### config.mk
export PLATFORM = sky130hd
export DESIGN_NAME = bounded_deque_with_remove_by_value
export DESIGN_NICKNAME = d
export VERILOG_FILES = /design/src/hdl/bdq_pkg.sv /design/src/hdl/bounded_deque_with_remove_by_value.sv /design/src/hdl/bdq_cell.sv
export SDC_FILE = /design/constraint.sdc
export NUM_CORES = 2
export LEC_CHECK = 0
export BUFFER_PORTS_ARGS = -buffer_cell sky130_fd_sc_hd__clkbuf_2
export CORE_ASPECT_RATIO = 1.75
export CORE_UTILIZATION = 55
export DETAILED_ROUTE_END_ITERATION = 8
export PLACE_DENSITY = 0.8
export SLEW_MARGIN = 20
export SYNTH_ARGS = -nofsm -noshare
export SYNTH_HDL_FRONTEND = slang
export SYNTH_HIERARCHICAL = 1
export SYNTH_SLANG_ARGS = --single-unit
### constraint.sdc
create_clock -name i_clk -period 4.35 [get_ports i_clk]
set_input_delay 0.87 -clock i_clk [delete_from_list [all_inputs] [get_ports i_clk]]
set_output_delay 0.87 -clock i_clk [all_outputs]
set_load 0.1 [all_outputs]
### src/hdl/bdq_pkg.sv
// Shared types and constants for the bounded deque with remove by value.
`timescale 1ns / 1ps

package bdq_pkg;

    // Store size and derived widths
    localparam int DEPTH = 16;
    localparam int CNT_W = $clog2(DEPTH + 1);
    localparam int IDX_W = $clog2(DEPTH);
    localparam int VAL_W = 32;

    // Stream word layouts
    localparam int S_TDATA_W = 40;
    localparam int M_TDATA_W = 40;

    // Request codes
    localparam logic [2:0] ACT_PUSH_FRONT = 3'd0;
    localparam logic [2:0] ACT_PUSH_BACK  = 3'd1;
    localparam logic [2:0] ACT_POP_FRONT  = 3'd2;
    localparam logic [2:0] ACT_POP_BACK   = 3'd3;
    localparam logic [2:0] ACT_REMOVE     = 3'd4;

    // Status codes
    localparam logic [1:0] ST_OK        = 2'd0;
    localparam logic [1:0] ST_EMPTY     = 2'd1;
    localparam logic [1:0] ST_NOT_FOUND = 2'd2;
    localparam logic [1:0] ST_FULL      = 2'd3;

    // What a cell does on the next clock edge
    typedef enum logic [1:0] {
        CELL_HOLD       = 2'd0,
        CELL_TAKE_LEFT  = 2'd1,
        CELL_TAKE_RIGHT = 2'd2,
        CELL_LOAD       = 2'd3
    } t_cell_op;

endpackage

### src/hdl/bounded_deque_with_remove_by_value.sv
// Top level of the bounded deque: request register, cell chain, control, result register.
`timescale 1ns / 1ps

// Channel   Dir  Handshake                 Word layout (low bit up)
// s_axis    in   s_axis_tvalid/tready      action[2:0], value[34:3], zero pad to 40
// m_axis    out  m_axis_tvalid/tready      status[1:0], removed_value[33:2],
//                                          entry_count[38:34], zero pad to 40
//
// A request is registered on acceptance; as it executes, all cells compare against
// the key in parallel, a find-first picks the earliest hit, and every cell shifts,
// loads or holds on the same edge: one request per cycle unless results stall.
// Reset (i_rst_n low, synchronous) empties the store and drops both pipeline words.
// A stalled result holds the request register; the input side keeps accepting
// as long as that register is free or drains in the same cycle.

module bounded_deque_with_remove_by_value (
    input  logic                          i_clk,
    input  logic                          i_rst_n,
    input  logic                          s_axis_tvalid,
    output logic                          s_axis_tready,
    // action[2:0], value[34:3], pad
    input  logic [bdq_pkg::S_TDATA_W-1:0] s_axis_tdata,
    output logic                          m_axis_tvalid,
    input  logic                          m_axis_tready,
    // status[1:0], removed_value[33:2], entry_count[38:34], pad
    output logic [bdq_pkg::M_TDATA_W-1:0] m_axis_tdata
);

    localparam int D  = bdq_pkg::DEPTH;
    localparam int CW = bdq_pkg::CNT_W;
    localparam int IW = bdq_pkg::IDX_W;
    localparam int VW = bdq_pkg::VAL_W;

    logic                 r_req_valid;
    logic [2:0]           r_action;
    logic [VW-1:0]        r_value;
    logic [CW-1:0]        r_count;
    logic                 r_out_valid;
    logic [1:0]           r_status;
    logic [VW-1:0]        r_removed;
    logic [4:0]           r_count_out;

    logic                 exec_fire;
    logic                 in_fire;
    logic [CW-1:0]        n_count;
    logic [1:0]           n_status;
    logic [VW-1:0]        n_removed;

    bdq_pkg::t_cell_op    cell_op  [D];
    logic [VW-1:0]        cell_val [D];
    logic [D-1:0]         cell_match;
    logic [D-1:0]         occupied;
    logic [D-1:0]         hits;
    logic [D-1:0]         first_hit;
    logic [D-1:0]         from_hit;
    logic                 full;
    logic                 empty;
    logic [IW-1:0]        back_idx;

    assign exec_fire     = r_req_valid && (!r_out_valid || m_axis_tready);
    assign s_axis_tready = !r_req_valid || exec_fire;
    assign in_fire       = s_axis_tvalid && s_axis_tready;

    // Register the request word
    always_ff @(posedge i_clk) begin
        if (!i_rst_n) begin
            r_req_valid <= 1'b0;
        end else if (s_axis_tready) begin
            r_req_valid <= s_axis_tvalid;
        end
    end

    always_ff @(posedge i_clk) begin
        if (in_fire) begin
            r_action <= s_axis_tdata[2:0];
            r_value  <= s_axis_tdata[34:3];
        end
    end

    // Chain of cells, each fed by both neighbors
    for (genvar g = 0; g < D; g++) begin : g_cell
        logic [VW-1:0] left_in;
        logic [VW-1:0] right_in;

        if (g == 0) begin : g_first
            assign left_in = r_value;
        end else begin : g_mid_l
            assign left_in = cell_val[g-1];
        end

        if (g == D - 1) begin : g_last
            assign right_in = cell_val[g];
        end else begin : g_mid_r
            assign right_in = cell_val[g+1];
        end

        assign occupied[g] = (CW'(g) < r_count);

        bdq_cell u_cell (
            .i_clk   (i_clk),
            .i_op    (cell_op[g]),
            .i_left  (left_in),
            .i_right (right_in),
            .i_key   (r_value),
            .o_value (cell_val[g]),
            .o_match (cell_match[g])
        );
    end

    // Earliest match from the front, and every cell at or behind it
    assign hits      = cell_match & occupied;
    assign first_hit = hits & (~hits + D'(1));
    assign from_hit  = ~(first_hit - D'(1));

    assign full     = (r_count == CW'(D));
    assign empty    = (r_count == '0);
    assign back_idx = IW'(r_count - CW'(1));

    // Decode the request into cell operations, status and new count
    always_comb begin
        n_count   = r_count;
        n_status  = bdq_pkg::ST_OK;
        n_removed = '0;
        for (int i = 0; i < D; i++) begin
            cell_op[i] = bdq_pkg::CELL_HOLD;
        end
        unique case (r_action)
            bdq_pkg::ACT_PUSH_FRONT: begin
                if (full) begin
                    n_status = bdq_pkg::ST_FULL;
                end else begin
                    n_count = r_count + CW'(1);
                    for (int i = 0; i < D; i++) begin
                        cell_op[i] = bdq_pkg::CELL_TAKE_LEFT;
                    end
                end
            end
            bdq_pkg::ACT_PUSH_BACK: begin
                if (full) begin
                    n_status = bdq_pkg::ST_FULL;
                end else begin
                    n_count = r_count + CW'(1);
                    for (int i = 0; i < D; i++) begin
                        if (CW'(i) == r_count) begin
                            cell_op[i] = bdq_pkg::CELL_LOAD;
                        end
                    end
                end
            end
            bdq_pkg::ACT_POP_FRONT: begin
                if (empty) begin
                    n_status = bdq_pkg::ST_EMPTY;
                end else begin
                    n_count   = r_count - CW'(1);
                    n_removed = cell_val[0];
                    for (int i = 0; i < D; i++) begin
                        cell_op[i] = bdq_pkg::CELL_TAKE_RIGHT;
                    end
                end
            end
            bdq_pkg::ACT_POP_BACK: begin
                if (empty) begin
                    n_status = bdq_pkg::ST_EMPTY;
                end else begin
                    n_count   = r_count - CW'(1);
                    n_removed = cell_val[back_idx];
                end
            end
            bdq_pkg::ACT_REMOVE: begin
                if (empty) begin
                    n_status = bdq_pkg::ST_EMPTY;
                end else if (hits == '0) begin
                    n_status = bdq_pkg::ST_NOT_FOUND;
                end else begin
                    // the removed word equals the key
                    n_count   = r_count - CW'(1);
                    n_removed = r_value;
                    for (int i = 0; i < D; i++) begin
                        if (from_hit[i]) begin
                            cell_op[i] = bdq_pkg::CELL_TAKE_RIGHT;
                        end
                    end
                end
            end
            default: begin
                n_count = r_count;
            end
        endcase
        // cells move only when the request executes
        if (!exec_fire) begin
            for (int i = 0; i < D; i++) begin
                cell_op[i] = bdq_pkg::CELL_HOLD;
            end
        end
    end

    // Advance the occupancy
    always_ff @(posedge i_clk) begin
        if (!i_rst_n) begin
            r_count <= '0;
        end else if (exec_fire) begin
            r_count <= n_count;
        end
    end

    // Hold the result word until it is taken
    always_ff @(posedge i_clk) begin
        if (!i_rst_n) begin
            r_out_valid <= 1'b0;
        end else if (exec_fire) begin
            r_out_valid <= 1'b1;
        end else if (m_axis_tready) begin
            r_out_valid <= 1'b0;
        end
    end

    always_ff @(posedge i_clk) begin
        if (exec_fire) begin
            r_status    <= n_status;
            r_removed   <= n_removed;
            r_count_out <= 5'(n_count);
        end
    end

    assign m_axis_tvalid = r_out_valid;
    assign m_axis_tdata  = {1'b0, r_count_out, r_removed, r_status};

endmodule

### src/hdl/bdq_cell.sv
// One storage cell of the deque chain: holds a value, shifts and compares.
`timescale 1ns / 1ps

module bdq_cell (
    input  logic                        i_clk,
    input  bdq_pkg::t_cell_op           i_op,
    input  logic [bdq_pkg::VAL_W-1:0]   i_left,
    input  logic [bdq_pkg::VAL_W-1:0]   i_right,
    input  logic [bdq_pkg::VAL_W-1:0]   i_key,
    output logic [bdq_pkg::VAL_W-1:0]   o_value,
    output logic                        o_match
);

    logic [bdq_pkg::VAL_W-1:0] r_value;

    // Take a neighbor's word, load the key, or hold
    always_ff @(posedge i_clk) begin
        case (i_op)
            bdq_pkg::CELL_TAKE_LEFT:  r_value <= i_left;
            bdq_pkg::CELL_TAKE_RIGHT: r_value <= i_right;
            bdq_pkg::CELL_LOAD:       r_value <= i_key;
            default:                  r_value <= r_value;
        endcase
    end

    assign o_value = r_value;
    assign o_match = (r_value == i_key);

endmodule

==> results.py <==
metrics = {
    "floorplan": {
        "core_area_sq_um": 72100,
        "initial_core_util_pct": 55.9,
        "rows": 130,
        "ios": 86,
        "dieArea_sq_um": 74300,
        "die_x_microns": 207,
        "dieHeight_microns": 360,
    },
    "routing": {
        "top_layer_used": "met4",
        "vias": 29755,
        "drt-total-wl_microns": 109000,
        "drc": 9,
        "wl_met3_microns": 6700,
        "drt_iter0_drc": 2784,
        "via_per_inst": 6.32,
        "wl_met2_microns": 56800,
        "drtAntennaViolNets": 0,
        "wl_met1_microns": 38700,
        "drtPass1Iterations": 8,
        "wl_per_cell_microns": 23.2,
    },
    "hold_path": {
        "hold_path.class": "in -> reg",
    },
    "pwr": {
        "power_density_nw_per_um2": 281,
        "vdd_drop_max_v": 0.000305,
        "p_leak_nw": 15.1,
    },
    "finish": {
        "final_cell_mix": "edfxtp_1, mux2i_1, nor2_1",
        "final_common_cell": "edfxtp_1",
        "drive_above_1_share_pct": 18.5,
        "syn2layout_area_growth_pct": 13.9,
        "design_area_sq_um": 45900,
        "post-route-util_pct": 63.7,
        "antennaDiodeCount": 0,
        "nets": 3786,
    },
    "sta": {
        "period_share_pct": 96.9,
        "max_freq_mhz": 237,
        "worstMarginPinSlew_ns": 0.934,
        "finalHoldViolations": 0,
        "skew_ns": 0.0261,
        "finalSetupViolCount": 0,
        "min_period_ns": 4.22,
        "finalMaxSlewViolations": 0,
        "max_slew_margin_pct": 37.8,
        "holdWs_ns": 0.386,
    },
    "cts": {
        "cts_hold_buf": 0,
        "cts_tree": "done",
        "insertion_delay_ns": 0.66,
        "clk_path_buf_depth": 3,
        "cts_max_level": 2,
        "cts.sinks": 593,
        "cts.root.buffer_cell": "clkbuf_16",
        "numCtsBuffers": 57,
        "path_clk_slew_ns": 0.06,
    },
    "placement": {
        "dpl_cell_area_sq_um": 43900,
        "hpwl_microns": 83800,
        "gp_congestion": 0.911,
        "port_buffers": 79,
    },
    "worst_setup_path": {
        "r2r-start": "g_cell[0].left_in[31]",
        "cp_max_fo": 20,
        "cp.arrival_ns": 4.58,
        "reg2reg_to": "g_cell[13].u_cell/o_value[8]",
        "worstSetupPathType": "reg -> reg",
        "start_kind": "flop",
        "crit_start": "g_cell[0].left_in[31]",
        "r2r_slack_ns": 0.13,
        "cp.required_ns": 4.72,
        "end_kind": "flop",
        "critPathCapture": "g_cell[13].u_cell/o_value[8]",
        "reg2reg_depth": 18,
    },
    "synthesis": {
        "synth_seq_area_share_pct": 44.1,
        "synth_edf_count": 586,
        "yosysWarnings": 6,
        "ys_ff_latch": 593,
        "synthArstFlopShare_pct": 0,
        "synth_top_area_cell": "edfxtp_1",
        "syn_area_sq_um": 40300,
        "netlist_instances": 3553,
        "synth_ff_type": "edfxtp_1",
        "yosys-top-cells-area": "edfxtp_1, mux2i_1, xor2_1",
        "avgSynthCellArea_sq_um": 11.3,
        "yosysUniqueCellTypes": 73,
        "syn-num-nets": 3602,
        "synth_top_area_share_pct": 43.7,
    },
    "grt": {
        "grt_max_degree": 51,
        "gr-total-overflow": 0,
        "grt_pass1_wl_microns": 166000,
        "first_global_vias": 29425,
        "antenna_found_initial": 1,
        "grt_util_all_layers_pct": 29.1,
    },
    "run_status": {
        "outcome": "finished, violations left",
        "violations": "DRC",
    },
    "run": {
        "max-cap-violations": 0,
    },
}
==> state kept, by name (all words and copies together), names as in the netlist <==
name / cells
r_count: 5
r_count_out: 5
r_action: 3
m_axis_tvalid: 1
g_cell.u_cell/o_value: 512
r_removed: 32
r_req_valid: 1
g_cell.left_in: 32
r_status: 2
==> metrics by stage <==
step                      setup slack [ns]  total power [mW]  instances   TNS, ns
after floorplan                      0.247              7.41       3553         0
after global placement              0.0705              7.82       4596         0
after detailed placement            0.0352              7.86       4596         0
after CTS                          0.00807              13.0       4700         0
after global routing              -0.00545              13.2       4706  -0.00943
final                                0.134              12.9       4706         0
==> where the power goes <==
part	internal, mW	total, mW	switching [mW]
sequential	6.30	6.38	0.0772
clock	2.80	5.15	2.35
combinational	0.544	1.39	0.841
==> critical path, cell delays in order, from the launching register on <==
cell and delay [ns]:
edfxtp_1 0.37, buf_4 0.23, buf_4 0.21, xor2_1 0.17, nor4_2 0.28, buf_4 0.16
nand4_1 0.12, buf_4 0.21, nor2_2 0.20, buf_4 0.16, nor2_1 0.04, o31a_1 0.25
and2_1 0.17, and3_1 0.17, or3_1 0.43, a31oi_4 0.24, buf_12 0.15, or2_2 0.17
buf_12 0.17
==> per-layer routing <==
metal	vias to the layer above	GRT usage, %
met3	260	3.15
met4	0	16.7
met5	-	0
met2	1253	50.9
met1	14562	34.2
li1	13680	-
==> how the worst min path moves through the flow <==
stage	from	to	slack, ns	cells past startpoint
final	s_axis_tdata[13]	g_cell[0].left_in[10]	0.39	1
after global routing	s_axis_tdata[13]	g_cell[0].left_in[10]	0.36	1
after CTS	s_axis_tdata[13]	g_cell[0].left_in[10]	0.35	1
after detailed placement	r_req_valid	m_axis_tvalid	0.52	1
after global placement	r_req_valid	m_axis_tvalid	0.50	1
after floorplan	r_req_valid	m_axis_tvalid	0.49	1
==> synth_stat cells, types with 17 or more instances <==
cell type / count
edfxtp_1: 586
nor2_1: 546
mux2i_1: 545
a21oi_1: 542
xor2_1: 513
mux4_2: 160
nor4_1: 128
buf_2: 91
clkbuf_1: 81
buf_6: 50
nand2_1: 42
nand4_1: 38
o2bb2ai_1: 32
buf_4: 22
a31oi_1: 17
or2_2: 17
==> area by class of cell <==
type,instances,area [sq um]
Sequential cell,593,17700
Tap cell,924,1160
Multi-Input combinational cell,2705,21500
Timing Repair Buffer,373,3630
Fill cell,5462,26200
Inverter,7,26.3
Clock buffer,65,1480
Clock inverter,39,379
==> logic make-up (layout without fill, tap and decap cells) <==
family,after synthesis,in the layout,share of synthesized area (%)
fa+ha+maj,5,5,0.155
xor+xnor,517,517,11.3
simple gates,822,822,9.26
compound gates,655,655,8.96
other cells,1,1,0.00931
buf+inv,255,484,3.80
flops,593,593,44.1
mux,705,705,22.5
==> timing repair <==
item,4_1_cts,5_1_grt
endpoints found under the setup margin,0,346
setup buffers,0,6
gates resized for setup,0,11
hold endpoints to repair,0,0
No activity file was read; power rests on OpenSTA's default activity.
